--- src/rtl/ppvc_pkg.sv ---
package ppvc_pkg;

  // Operation codes handed from the front end to the back end
  localparam logic [2:0] OP_TICK  = 3'd0;
  localparam logic [2:0] OP_PURGE = 3'd1;
  localparam logic [2:0] OP_VALVE = 3'd2;
  localparam logic [2:0] OP_QUERY = 3'd3;
  localparam logic [2:0] OP_TIME  = 3'd4;
  localparam logic [2:0] OP_IDENT = 3'd5;
  localparam logic [2:0] OP_STOP  = 3'd6;
  localparam logic [2:0] OP_ECHO  = 3'd7;

  // ASCII codes
  localparam logic [7:0] CH_ZERO  = 8'h30;
  localparam logic [7:0] CH_ONE   = 8'h31;
  localparam logic [7:0] CH_MINUS = 8'h2D;
  localparam logic [7:0] CH_X     = 8'h78;
  localparam logic [7:0] CH_P     = 8'h50;
  localparam logic [7:0] CH_V     = 8'h56;
  localparam logic [7:0] CH_Q     = 8'h51;
  localparam logic [7:0] CH_T     = 8'h54;
  localparam logic [7:0] CH_I     = 8'h49;
  localparam logic [7:0] CH_S     = 8'h53;
  localparam logic [7:0] CH_L     = 8'h6C;
  localparam logic [7:0] CH_BIG_O = 8'h4F;
  localparam logic [7:0] CH_K     = 8'h6B;

  localparam logic [7:0]  TPS_RESET    = 8'd30;
  localparam logic [15:0] TIME_SAT     = 16'd999;
  localparam logic [1:0]  LEN_NONE     = 2'd0;
  localparam logic [1:0]  LEN_TWO      = 2'd2;
  localparam logic [1:0]  LEN_THREE    = 2'd3;
  localparam int          QUEUE_DEPTH  = 2;

  typedef struct packed {
    logic [2:0]  op;
    logic [7:0]  arg0;
    logic [7:0]  arg1;
    logic [7:0]  arg2;
    logic [15:0] digits;
  } ppvc_entry_t;

  typedef struct packed {
    logic empty;
    logic full;
  } ppvc_qstat_t;

endpackage

--- src/rtl/ppvc_if.sv ---
interface ppvc_cmd_if;
  logic       valid;
  logic       ready;
  logic       kind;
  logic [7:0] command_byte;
  logic [7:0] arg_first;
  logic [7:0] arg_second;
  logic [7:0] arg_third;

  modport source(output valid, kind, command_byte, arg_first, arg_second, arg_third,
                 input ready);
  modport sink(input valid, kind, command_byte, arg_first, arg_second, arg_third,
               output ready);
endinterface

interface ppvc_rep_if;
  logic       valid;
  logic       ready;
  logic [1:0] reply_length;
  logic [7:0] reply_zero;
  logic [7:0] reply_one;
  logic [7:0] reply_two;
  logic       pump_on;
  logic       valve_to_sampler;
  logic       status_led;

  modport source(output valid, reply_length, reply_zero, reply_one, reply_two, pump_on,
                 valve_to_sampler, status_led, input ready);
  modport sink(input valid, reply_length, reply_zero, reply_one, reply_two, pump_on,
               valve_to_sampler, status_led, output ready);
endinterface

--- src/rtl/ppvc_front.sv ---
module ppvc_front (
  ppvc_cmd_if.sink          cmd,
  input  ppvc_pkg::ppvc_qstat_t qstat,
  output logic              push,
  output ppvc_pkg::ppvc_entry_t entry
);
  import ppvc_pkg::*;

  logic [15:0] d_hund;
  logic [15:0] d_tens;
  logic [15:0] d_units;
  logic [15:0] acc;

  assign cmd.ready = !qstat.full;
  assign push      = cmd.valid && !qstat.full;

  // Digits parse in wrapping 16-bit arithmetic, no range check
  always_comb begin
    d_hund  = {8'd0, cmd.arg_first}  - {8'd0, CH_ZERO};
    d_tens  = {8'd0, cmd.arg_second} - {8'd0, CH_ZERO};
    d_units = {8'd0, cmd.arg_third}  - {8'd0, CH_ZERO};
    acc     = 16'(d_hund * 16'd10) + d_tens;
    acc     = 16'(acc * 16'd10) + d_units;
  end

  always_comb begin
    entry.arg0   = cmd.arg_first;
    entry.arg1   = cmd.arg_second;
    entry.arg2   = cmd.command_byte;
    entry.digits = acc;
    if (!cmd.kind) begin
      entry.op = OP_TICK;
    end else begin
      case (cmd.command_byte)
        CH_P:    entry.op = OP_PURGE;
        CH_V:    entry.op = OP_VALVE;
        CH_Q:    entry.op = OP_QUERY;
        CH_T:    entry.op = OP_TIME;
        CH_I:    entry.op = OP_IDENT;
        CH_S:    entry.op = OP_STOP;
        default: entry.op = OP_ECHO;
      endcase
    end
  end

endmodule

--- src/rtl/ppvc_queue.sv ---
module ppvc_queue (
  input  logic                  clk,
  input  logic                  rst,
  input  logic                  push,
  input  ppvc_pkg::ppvc_entry_t push_entry,
  input  logic                  pop,
  output ppvc_pkg::ppvc_entry_t head,
  output ppvc_pkg::ppvc_qstat_t qstat
);
  import ppvc_pkg::*;

  ppvc_entry_t slots [QUEUE_DEPTH];
  logic        wr_ptr;
  logic        rd_ptr;
  logic [1:0]  count;

  assign head        = slots[rd_ptr];
  assign qstat.empty = (count == 2'd0);
  assign qstat.full  = (count == 2'(QUEUE_DEPTH));

  always_ff @(posedge clk) begin
    if (push) begin
      slots[wr_ptr] <= push_entry;
    end
  end

  always_ff @(posedge clk) begin
    if (rst) begin
      wr_ptr <= 1'b0;
      rd_ptr <= 1'b0;
      count  <= 2'd0;
    end else begin
      if (push) wr_ptr <= !wr_ptr;
      if (pop)  rd_ptr <= !rd_ptr;
      case ({push, pop})
        2'b10:   count <= count + 2'd1;
        2'b01:   count <= count - 2'd1;
        default: count <= count;
      endcase
    end
  end

endmodule

--- src/rtl/ppvc_back.sv ---
module ppvc_back (
  input  logic                  clk,
  input  logic                  rst,
  input  logic                  cfg_wr_en,
  input  logic [7:0]            cfg_wr_data,
  input  ppvc_pkg::ppvc_entry_t head,
  input  ppvc_pkg::ppvc_qstat_t qstat,
  output logic                  pop,
  ppvc_rep_if.source            rep
);
  import ppvc_pkg::*;

  logic [7:0]  ticks_per_second;
  logic        stopped, stopped_next;
  logic        purging, purging_next;
  logic [15:0] purge_seconds_set, purge_seconds_set_next;
  logic [15:0] seconds_elapsed, seconds_elapsed_next;
  logic [7:0]  tick_count, tick_count_next;
  logic        valve_state, valve_state_next;
  logic        pump_state, pump_state_next;
  logic        led_state, led_state_next;

  // Remaining time kept registered as sign and magnitude; a positive magnitude clamps at 999
  logic        time_neg, time_neg_next;
  logic [15:0] time_mag, time_mag_next;
  logic [15:0] diff_next;

  logic [31:0] hund_prod;
  logic [3:0]  hund;
  logic [6:0]  rem;
  logic [17:0] tens_prod;
  logic [3:0]  tens;
  logic [3:0]  units;

  logic        out_valid;
  logic [1:0]  len;
  logic [7:0]  r0, r1, r2;

  assign pop = !qstat.empty && (!out_valid || rep.ready);

  // Split the magnitude into digits by reciprocal multiplication
  always_comb begin
    hund_prod = 32'(time_mag) * 32'd5243;
    hund      = 4'(hund_prod >> 19);
    rem       = 7'(time_mag - 16'(hund_prod >> 19) * 16'd100);
    tens_prod = 18'(rem) * 18'd205;
    tens      = 4'(tens_prod >> 11);
    units     = 4'(rem - 7'(tens) * 7'd10);
  end

  always_comb begin
    stopped_next           = stopped;
    purging_next           = purging;
    purge_seconds_set_next = purge_seconds_set;
    seconds_elapsed_next   = seconds_elapsed;
    tick_count_next        = tick_count;
    valve_state_next       = valve_state;
    pump_state_next        = pump_state;
    led_state_next         = led_state;
    len = LEN_NONE;
    r0  = 8'd0;
    r1  = 8'd0;
    r2  = 8'd0;
    if (pop) begin
      case (head.op)
        OP_TICK: begin
          if (purging) begin
            led_state_next  = !led_state;
            pump_state_next = 1'b1;
            tick_count_next = tick_count + 8'd1;
            if (tick_count_next > ticks_per_second) begin
              seconds_elapsed_next = seconds_elapsed + 16'd1;
              tick_count_next      = 8'd0;
            end
            if (seconds_elapsed_next > purge_seconds_set) begin
              pump_state_next      = 1'b0;
              purging_next         = 1'b0;
              seconds_elapsed_next = 16'd0;
              stopped_next         = 1'b1;
            end
          end
        end
        OP_PURGE: begin
          len = LEN_THREE;
          if (!valve_state) begin
            purging_next           = 1'b1;
            purge_seconds_set_next = head.digits;
            stopped_next           = 1'b0;
            r0 = CH_ZERO;
            r1 = CH_ZERO;
            r2 = CH_ONE;
          end else begin
            r0 = CH_V;
            r1 = CH_L;
            r2 = CH_V;
          end
        end
        OP_VALVE: begin
          if (head.arg0 == CH_S) valve_state_next = 1'b1;
          if (head.arg0 == CH_P) valve_state_next = 1'b0;
        end
        OP_QUERY: begin
          len = LEN_THREE;
          r0  = pump_state ? CH_ONE : CH_ZERO;
          r1  = CH_X;
          r2  = valve_state ? CH_ONE : CH_ZERO;
        end
        OP_TIME: begin
          len = LEN_THREE;
          r0  = time_neg ? CH_MINUS : CH_ZERO + 8'(hund);
          r1  = CH_ZERO + 8'(tens);
          r2  = CH_ZERO + 8'(units);
        end
        OP_IDENT: begin
          len = LEN_TWO;
          r0  = CH_BIG_O;
          r1  = CH_K;
        end
        OP_STOP: begin
          stopped_next           = 1'b1;
          purging_next           = 1'b0;
          purge_seconds_set_next = 16'd0;
          seconds_elapsed_next   = 16'd0;
        end
        default: begin
          len = LEN_THREE;
          r0  = head.arg2;
          r1  = head.arg0;
          r2  = head.arg1;
        end
      endcase
      // Purge and stop rules applied after every word
      if (!stopped_next && purging_next) begin
        pump_state_next  = 1'b1;
        valve_state_next = 1'b0;
      end
      if (stopped_next) begin
        pump_state_next        = 1'b0;
        led_state_next         = 1'b1;
        purging_next           = 1'b0;
        purge_seconds_set_next = 16'd0;
        seconds_elapsed_next   = 16'd0;
      end
    end
  end

  always_comb begin
    diff_next     = purge_seconds_set_next - seconds_elapsed_next;
    time_neg_next = diff_next[15];
    if (diff_next[15]) begin
      time_mag_next = 16'd0 - diff_next;
    end else if (diff_next > TIME_SAT) begin
      time_mag_next = TIME_SAT;
    end else begin
      time_mag_next = diff_next;
    end
  end

  always_ff @(posedge clk) begin
    if (rst) begin
      ticks_per_second  <= TPS_RESET;
      stopped           <= 1'b1;
      purging           <= 1'b0;
      purge_seconds_set <= 16'd0;
      seconds_elapsed   <= 16'd0;
      tick_count        <= 8'd0;
      valve_state       <= 1'b0;
      pump_state        <= 1'b0;
      led_state         <= 1'b1;
      time_neg          <= 1'b0;
      time_mag          <= 16'd0;
      out_valid         <= 1'b0;
    end else begin
      if (cfg_wr_en) ticks_per_second <= cfg_wr_data;
      stopped           <= stopped_next;
      purging           <= purging_next;
      purge_seconds_set <= purge_seconds_set_next;
      seconds_elapsed   <= seconds_elapsed_next;
      tick_count        <= tick_count_next;
      valve_state       <= valve_state_next;
      pump_state        <= pump_state_next;
      led_state         <= led_state_next;
      time_neg          <= time_neg_next;
      time_mag          <= time_mag_next;
      if (pop) begin
        out_valid <= 1'b1;
      end else if (rep.ready) begin
        out_valid <= 1'b0;
      end
    end
  end

  always_ff @(posedge clk) begin
    if (pop) begin
      rep.reply_length     <= len;
      rep.reply_zero       <= r0;
      rep.reply_one        <= r1;
      rep.reply_two        <= r2;
      rep.pump_on          <= pump_state_next;
      rep.valve_to_sampler <= valve_state_next;
      rep.status_led       <= led_state_next;
    end
  end

  assign rep.valid = out_valid;

endmodule

--- src/rtl/purge_pump_valve_controller.sv ---
// Purge pump and valve controller.
//
// Channels: cmd takes one word per item, either a timer tick (kind = 0) or a
// four-byte ASCII command (kind = 1). rep returns exactly one word per item:
// up to three reply bytes with their count, plus the pump, valve and LED
// outputs as they stand after that item. cfg_wr_en / cfg_wr_data write the
// prescaler limit (ticks per second) and take effect at once.
//
// A word accepted on cmd passes through the front queue and then the output
// register before it is shown on rep.
// Throughput: one word per cycle while rep is not stalled; the back end updates
// the controller state as each word leaves the queue.
//
// Reset (synchronous, active high): stopped, pump off, LED on, valve toward
// the pump, prescaler limit 30, queue and output register empty.
//
// Receiver stall: the output register holds its word; the two-entry queue
// keeps taking words until it fills, then cmd.ready drops.
module purge_pump_valve_controller (
  input  logic       clk,
  input  logic       rst,
  input  logic       cfg_wr_en,
  input  logic [7:0] cfg_wr_data,
  ppvc_cmd_if.sink   cmd,
  ppvc_rep_if.source rep
);
  import ppvc_pkg::*;

  logic        push;
  logic        pop;
  ppvc_entry_t push_entry;
  ppvc_entry_t head;
  ppvc_qstat_t qstat;

  // Classify the incoming word and parse its digits
  ppvc_front u_front (
    .cmd   (cmd),
    .qstat (qstat),
    .push  (push),
    .entry (push_entry)
  );

  // Decouple intake from execution
  ppvc_queue u_queue (
    .clk        (clk),
    .rst        (rst),
    .push       (push),
    .push_entry (push_entry),
    .pop        (pop),
    .head       (head),
    .qstat      (qstat)
  );

  // Advance controller state and register the reply word
  ppvc_back u_back (
    .clk         (clk),
    .rst         (rst),
    .cfg_wr_en   (cfg_wr_en),
    .cfg_wr_data (cfg_wr_data),
    .head        (head),
    .qstat       (qstat),
    .pop         (pop),
    .rep         (rep)
  );

  // The pump never runs with the valve toward the sampler
  a_pump_valve: assert property (@(posedge clk) disable iff (rst)
    rep.valid && rep.pump_on |-> !rep.valve_to_sampler)
    else $error("pump on with valve toward sampler");

  // Bytes beyond the reply length are zero
  a_len_none: assert property (@(posedge clk) disable iff (rst)
    rep.valid && rep.reply_length == LEN_NONE |->
      rep.reply_zero == 8'd0 && rep.reply_one == 8'd0 && rep.reply_two == 8'd0)
    else $error("reply bytes set with zero length");

  a_len_two: assert property (@(posedge clk) disable iff (rst)
    rep.valid && rep.reply_length == LEN_TWO |-> rep.reply_two == 8'd0)
    else $error("third reply byte set with length two");

  // The queue never takes a word while full
  a_no_overflow: assert property (@(posedge clk) disable iff (rst)
    qstat.full |-> !push)
    else $error("queue overflow");

endmodule
--- src/flat_wrapper.sv ---
// flat-port wrapper written by rule: the top's interface ports become plain ports
module purge_pump_valve_controller_flat import ppvc_pkg::*;
  (clk, rst, cfg_wr_en, cfg_wr_data, cmd_valid, cmd_kind, cmd_command_byte, cmd_arg_first, cmd_arg_second, cmd_arg_third, cmd_ready, rep_valid, rep_reply_length, rep_reply_zero, rep_reply_one, rep_reply_two, rep_pump_on, rep_valve_to_sampler, rep_status_led, rep_ready);
  ppvc_cmd_if cmd_i ();
  ppvc_rep_if rep_i ();
  input  logic clk;
  input  logic rst;
  input  logic cfg_wr_en;
  input  logic [7:0] cfg_wr_data;
  input wire logic [$bits(cmd_i.valid)-1:0] cmd_valid;
  input wire logic [$bits(cmd_i.kind)-1:0] cmd_kind;
  input wire logic [$bits(cmd_i.command_byte)-1:0] cmd_command_byte;
  input wire logic [$bits(cmd_i.arg_first)-1:0] cmd_arg_first;
  input wire logic [$bits(cmd_i.arg_second)-1:0] cmd_arg_second;
  input wire logic [$bits(cmd_i.arg_third)-1:0] cmd_arg_third;
  output wire logic [$bits(cmd_i.ready)-1:0] cmd_ready;
  output wire logic [$bits(rep_i.valid)-1:0] rep_valid;
  output wire logic [$bits(rep_i.reply_length)-1:0] rep_reply_length;
  output wire logic [$bits(rep_i.reply_zero)-1:0] rep_reply_zero;
  output wire logic [$bits(rep_i.reply_one)-1:0] rep_reply_one;
  output wire logic [$bits(rep_i.reply_two)-1:0] rep_reply_two;
  output wire logic [$bits(rep_i.pump_on)-1:0] rep_pump_on;
  output wire logic [$bits(rep_i.valve_to_sampler)-1:0] rep_valve_to_sampler;
  output wire logic [$bits(rep_i.status_led)-1:0] rep_status_led;
  input wire logic [$bits(rep_i.ready)-1:0] rep_ready;
  assign cmd_i.valid = cmd_valid;
  assign cmd_i.kind = cmd_kind;
  assign cmd_i.command_byte = cmd_command_byte;
  assign cmd_i.arg_first = cmd_arg_first;
  assign cmd_i.arg_second = cmd_arg_second;
  assign cmd_i.arg_third = cmd_arg_third;
  assign cmd_ready = cmd_i.ready;
  assign rep_valid = rep_i.valid;
  assign rep_reply_length = rep_i.reply_length;
  assign rep_reply_zero = rep_i.reply_zero;
  assign rep_reply_one = rep_i.reply_one;
  assign rep_reply_two = rep_i.reply_two;
  assign rep_pump_on = rep_i.pump_on;
  assign rep_valve_to_sampler = rep_i.valve_to_sampler;
  assign rep_status_led = rep_i.status_led;
  assign rep_i.ready = rep_ready;
  purge_pump_valve_controller u_core (.clk(clk), .rst(rst), .cfg_wr_en(cfg_wr_en), .cfg_wr_data(cfg_wr_data), .cmd(cmd_i), .rep(rep_i));
endmodule
--- config.mk ---
export PLATFORM = sky130hd
export DESIGN_NAME = purge_pump_valve_controller_flat
export DESIGN_NICKNAME = d
export VERILOG_FILES = /design/src/rtl/ppvc_pkg.sv /design/src/rtl/ppvc_if.sv /design/src/rtl/ppvc_front.sv /design/src/rtl/ppvc_queue.sv /design/src/rtl/ppvc_back.sv /design/src/rtl/purge_pump_valve_controller.sv /design/src/flat_wrapper.sv
export SDC_FILE = /design/constraint.sdc
export NUM_CORES = 1
export LEC_CHECK = 0
export ABC_AREA = 1
export BUFFER_PORTS_ARGS = -buffer_cell sky130_fd_sc_hd__buf_2
export CORE_MARGIN = 2
export CORE_UTILIZATION = 65
export CTS_CLUSTER_SIZE = 24
export DETAILED_ROUTE_END_ITERATION = 7
export HOLD_SLACK_MARGIN = 0.15
export PLACE_DENSITY = 0.84
export SLEW_MARGIN = 40
export SYNTH_ARGS = -nofsm -noshare
export SYNTH_HDL_FRONTEND = slang
export SYNTH_SLANG_ARGS = --single-unit
--- constraint.sdc ---
create_clock -name clk -period 15.4 [get_ports clk]
set_input_delay 2.31 -clock clk [delete_from_list [all_inputs] [get_ports clk]]
set_output_delay 2.31 -clock clk [all_outputs]
set_load 0.02 [all_outputs]
* Word level (Yosys, flattened, before mapping)
Memory sizes are Yosys's and may differ from the RTL's. A register that Yosys moved wholly into a read port is not among the register bits.
Cells that the tools add are included.
** Cells by class
- Add/subtract/negate cells :: 16
- $mul :: 6
- Divide/modulo/power cells :: 0
- Magnitude comparators :: 3
- Equal/unequal tests :: 17
- Shift operators :: 0
- Muxes and demuxes :: 60
- Bitwise operators :: 0
- Reduce and logical (&&, ||, !) cells :: 18
** Operator list (count)
- two-way mux 16 bit :: 12
- one-hot mux 8 bit (5 select lines) :: 2
- equality test 8 x 7 -> 1 bit, second input constant :: 8
- one-hot mux 16 bit (2 select lines) :: 2
- adder 16 bit :: 2
- multiplier 16 x 3 -> 15 bit, second input constant :: 2
- one-hot mux 8 bit (4 select lines) :: 1
- two-way mux 1 bit :: 31
- multiplier 16 x 13 -> 29 bit, second input constant :: 1
- two-way mux 7 bit :: 4
- subtractor 8 x 6 -> 9 bit, second input constant :: 3
- adder 6 x 4 -> 7 bit, first input constant :: 3
- one-hot mux 3 bit (6 select lines) :: 1
- adder 16 x 1 -> 16 bit, second input constant :: 1
- greater-than comparator 16 x 10 -> 1 bit, second input constant :: 1
- greater-than comparator 16 bit :: 1
- subtractor 1 x 16 -> 16 bit, first input constant :: 1
- subtractor 16 bit :: 1
- multiplier 7 x 8 -> 15 bit, second input constant :: 1
- two-way mux 15 bit :: 1
- multiplier 10 x 5 -> 5 bit, second input constant :: 1
- equality test 3 bit, second input constant :: 3
- adder 8 x 1 -> 8 bit, second input constant :: 1
- greater-than comparator 8 bit :: 1
- 22 further kinds :: 35
** Word-level totals
- Register bits :: 104
- Latch bits :: 0
- Bits in writable memories :: 86
- Bits in read-only memories :: 0
- Input port bits :: 46
- Output and inout bits :: 31
- Logic and storage cells :: 143
- Memories kept :: 1
** Memory list
- u_core.u_queue.slots :: depth 2, width 43, read ports 1, clocked after memory_dff 1, wr ports 1, RTL line ppvc_queue.sv:12 : ppvc_entry_t slots [QUEUE_DEPTH];

* Logic depth before layout (Yosys ltp)
- Word-level depth :: 17
- Depth in mapped cells :: 51
- Mapped depth without buffers :: 51

* By module
From an unflattened synthesis, not the netlist that was laid out.
** Unflattened totals
- Cells, all modules :: 2128
- Area, all modules :: 18082.3 µm²
** Modules (own cells, without submodules)
- ppvc_back :: instances 1, cells each 1505, area an instance 11602.4 µm², sequential area each 2292.2 µm²
- ppvc_queue :: instances 1, cells each 167, area an instance 3533.4 µm², sequential area each 2682.6 µm²
- ppvc_front :: instances 1, cells each 456, area an instance 2946.6 µm², sequential area each 0.0 µm²

* Least setup slack after synthesis
Ideal clock, no wire load.
- Path type :: reg2reg
- Start :: register u_core.u_back.time_mag[13]
- End :: register u_core.u_back.rep.reply_two[3] (data pin)
- Arrival time :: 9.094 ns
- Data required time :: 15.144 ns
- Slack :: 6.051 ns
- Cell stages (with the launch flop) :: 46
- Buffers on the path :: 0
- Period minus slack after synthesis :: 9.349 ns
- Cells stage by stage :: dfxtp_1 > fa_1 > ha_1 > inv_1 > fa_1 > inv_1 > fa_1 > inv_1 > fa_1 > inv_1 > ha_1 > nand2_1 > nor4_1 > nand4_1 > nand3_1 > nand2_1 > nand2_1 > xor2_1 > [10 not listed] > fa_1 > inv_1 > fa_1 > inv_1 > ha_1 > nand2_1 > inv_1 > a21oi_1 > o221ai_1 > or2_2 > nand2_1 > inv_1 > ha_1 > fa_1 > xor2_1 > or2_2 > a21o_1 > a31o_2
** On the way
- Longest elaborated chain between the ends :: 8
** Ends and longest elaborated chain
- start: declaration :: RTL line ppvc_back.sv:25 : logic [15:0] time_mag, time_mag_next;
- start signal: assignment :: RTL line ppvc_back.sv:184 : time_mag <= time_mag_next;
- multiplier 16 x 13 -> 29 bit (*) :: RTL line ppvc_back.sv:43 : hund_prod = 32'(time_mag) * 32'd5243;
- multiplier 10 x 5 -> 5 bit (*) :: RTL line ppvc_back.sv:45 : rem = 7'(time_mag - 16'(hund_prod >> 19) * 16'd100);
- subtractor 7 bit (*) :: RTL line ppvc_back.sv:45
- multiplier 7 x 8 -> 15 bit :: RTL line ppvc_back.sv:46 : tens_prod = 18'(rem) * 18'd205;
- multiplier 4 x 3 -> 3 bit :: RTL line ppvc_back.sv:48 : units = 4'(rem - 7'(tens) * 7'd10);
- subtractor 4 bit (*) :: RTL line ppvc_back.sv:48
- adder 6 x 4 -> 7 bit (*) :: RTL line ppvc_back.sv:112 : r2 = CH_ZERO + 8'(units);
- one-hot mux 8 bit (4 select lines) (*) :: RTL line ppvc_back.sv:65 : case (head.op)
- via u_core.u_back.r2[3] :: RTL line ppvc_back.sv:37 : logic [7:0] r0, r1, r2;
- end signal: assignment :: RTL line ppvc_back.sv:198 : rep.reply_two <= r2;
- end: declaration :: RTL line ppvc_if.sv:27 : modport source(output valid, reply_length, reply_zero, reply_one, reply_two, pump_on,
Mark *: on every way through the listed nets, which the timed path passes. The rest lies on a longest branch.
A chain may end at the register's enable or synchronous reset.

* Final worst setup path
Ends and elaborated chain as after synthesis.

==> impl_metrics.yaml <==
place:
  gp_congestion: 0.9819
  place_inst: 2378
  pre_cts_ws_ns: 5.297
  portBuffers: 76
  place.detailed.hpwl_mm: 31.11
cts:
  hold_buffers: 0
  h-tree-depth: 4
  clkTransAtPathRegs_ns: 0.09
  numCtsBuffers: 17
  tritoncts: "done"
  clock_path_buffers: 2
  clkSinkCount: 191
  ctsResizeCount: 0
  cts_setup_buffers: 0
  clock_latency_ns: 0.45
  cts-root-buf: "clkbuf_16"
synthesis:
  syn_area_um2: 16880
  synth-main-ff-cell: "edfxtp_1"
  syn_avg_cell_area_um2: 8.429
  async_flop_share_pct: 0
  syn_inst: 2003
  synth_fp_nets: 2374
  yosys_warnings: 0
  ys_seq_elements: 191
  synth.distinct_cells: 55
  yosysSeqAreaShare_pct: 29.46
  synth_edf_count: 115
min_path:
  hold_path.startpoint: "u_core.u_queue.rd_ptr$_SDFFE_PP0P_"
  hp-class: "flop to flop"
routing:
  drtPass1Iterations: 5
  num_vias: 13740
  ant_nets: 0
  routed_wl_mm: 39.42
  post-route-drc-count: 0
  drtIter0Drc: 984
  vias_per_cell: 5.702
  wire_per_inst_um: 16.36
worst_setup_path:
  critPathArrivalTime_ns: 10.51
  reg2reg_from: "u_core.u_back.time_mag[13]$_SDFF_PP0_"
  startpoint: "u_core.u_back.time_mag[13]$_SDFF_PP0_"
  slowest_delay_ns: 0.55
  crit_type: "flop to flop"
  critPathLaunchType: "flop"
  regToRegSetupSlack_ns: 5.10
  crit_path_frequent_cell: "inv_1"
  endpoint_kind: "flop"
  crit_path_top_delay_cell: "dfxtp_1"
  cp_max_fo: 7
  required_ns: 15.60
timing:
  max_freq_mhz: 97.07
  hold_viol_final: 0
  clock_skew_ns: 0.01753
  worstMarginPinSlew_ns: 0.7472
  finalSetupViolCount: 0
  fin_crit_sh_pct: 66.90
  setup_tns_ns: 0
  rsz0062_at_grt: "no"
  timing.slew.headroom_pct: 50.07
  finalWorstSetupSlack_ns: 5.098
  period_minus_slack_ns: 10.30
  report.final.slew_viol_count: 0
floorplanning:
  rows: 58
  die-width_um: 165.2
  die_h_um: 165.2
  start_util_pct: 66.66
  core_area_um2: 25330
  io_pins: 77
  die_area_um2: 27280
cells_and_area:
  final_core_util_pct: 72.00
  fill_cells: 1896
  stdcell_count: 2410
  nets: 2438
  mostFrequentLayoutCell: "inv_1"
  most-common-layout-cells: "inv_1 (363), nand2_1 (324), ha_1 (236), nor2_1 (171), a21oi_1 (143)"
  drive_above_1_share_pct: 7.596
  syn2layout_area_growth_pct: 8.011
  multi_input_area_um2: 10380
  regArea_um2: 4979
  antenna_cells: 0
grt:
  track_usage_pct: 29.65
  antenna_found_initial: 0
  grt_max_degree: 58
  grt_pass1_vias: 13500
  grt_pass1_wl_mm: 64.34
  overflow: 0
outcome:
  status: "completed"
run:
  max-cap-violations: 0
## cells by family after synthesis
family | synth area share, %
adders and majority gates | 28.04
muxes | 0.2964
and+or+nand+nor | 16.76
buffers and inverters | 9.263
DFF | 29.46
AOI/OAI and AO/OA | 11.14
xor gates and xnor gates | 5.032
## registers in the layout, indices dropped and copies added, names as in the netlist, 2 cells and up, named ones only
register	flops
u_core.u_back.rep.reply_zero	8
u_core.u_back.rep.reply_two	8
u_core.u_back.tick_count	8
u_core.u_back.rep.reply_one	8
u_core.u_back.seconds_elapsed	16
u_core.u_queue.slots	86
u_core.u_back.time_mag	16
u_core.u_back.purge_seconds_set	16
u_core.u_back.rep.reply_length	2
u_core.u_queue.count	2
u_core.u_back.ticks_per_second	8
## synthesized netlist by cell type, types with 7 or more instances
cell type	n	area, um2
o21bai_1	9	67.56
dfxtp_1	76	1521
a31oi_1	18	112.6
clkbuf_1	27	101.4
nand2_1	324	1216
nand2_2	8	50.05
nand3_1	74	370.4
a22oi_1	19	142.6
fa_1	89	1782
edfxtp_1	115	3453
o21ai_0	67	335.3
xnor2_1	24	210.2
nor2_1	173	649.4
nand4_1	19	118.9
o32ai_1	14	122.6
o31ai_1	7	52.55
nor3_1	26	130.1
xor2_1	73	639.4
ha_1	236	2953
or2_2	8	50.05
a21oi_1	144	720.7
inv_1	363	1363
## per-stage QoR
| step | cell area [um2] | hold WS (ns) |
|---|---|---|
| 2_1_floorplan | 16880 | 0.4255 |
| 3_3_place_gp | 17580 | 0.4349 |
| 3_5_place_dp | 17590 | 0.4407 |
| 4_1_cts | 18240 | 0.4674 |
| 5_1_grt | 18240 | 0.4981 |
| 6_report | 18240 | 0.4695 |
## worst max-delay path: cells and delay by family, from the launching register on
kind                       cells  cell delay, ns
AOI/OAI and AO/OA              6            0.97
and+or+nand+nor               12            2.01
adders and majority gates     15            5.64
xor gates and xnor gates       2            0.38
buffers and inverters          9            0.45
DFF                            1            0.55
## area by class of cell
type	instances	area share, %
multi-input cells	1405	56.93
flip-flops and latches	191	27.30
inverters	371	7.664
clock buffers	17	2.333
repair buffers	81	2.292
well taps	330	2.264
clock inverters	15	1.221
## path summary, 6_finish.rpt
path | endpoint | depth (start not counted)
worst min-delay path | flop | 1
worst max register to register | u_core.u_back.rep.reply_two[3]$_DFFE_PP_ | 44
worst max-delay path | u_core.u_back.rep.reply_two[3]$_DFFE_PP_ | 44
worst min register to register | flop | 1
## layer usage
layer  GRT usage [%]  share of wire (%)
met5               0                  0
met4           10.55                2.5
met3           2.722                4.4
met2           54.70                 52
met1           36.07                 41
Power is left out: the tool's default activity adds up to more than one toggle a clock period on the data nets, which glitch-free logic cannot reach.
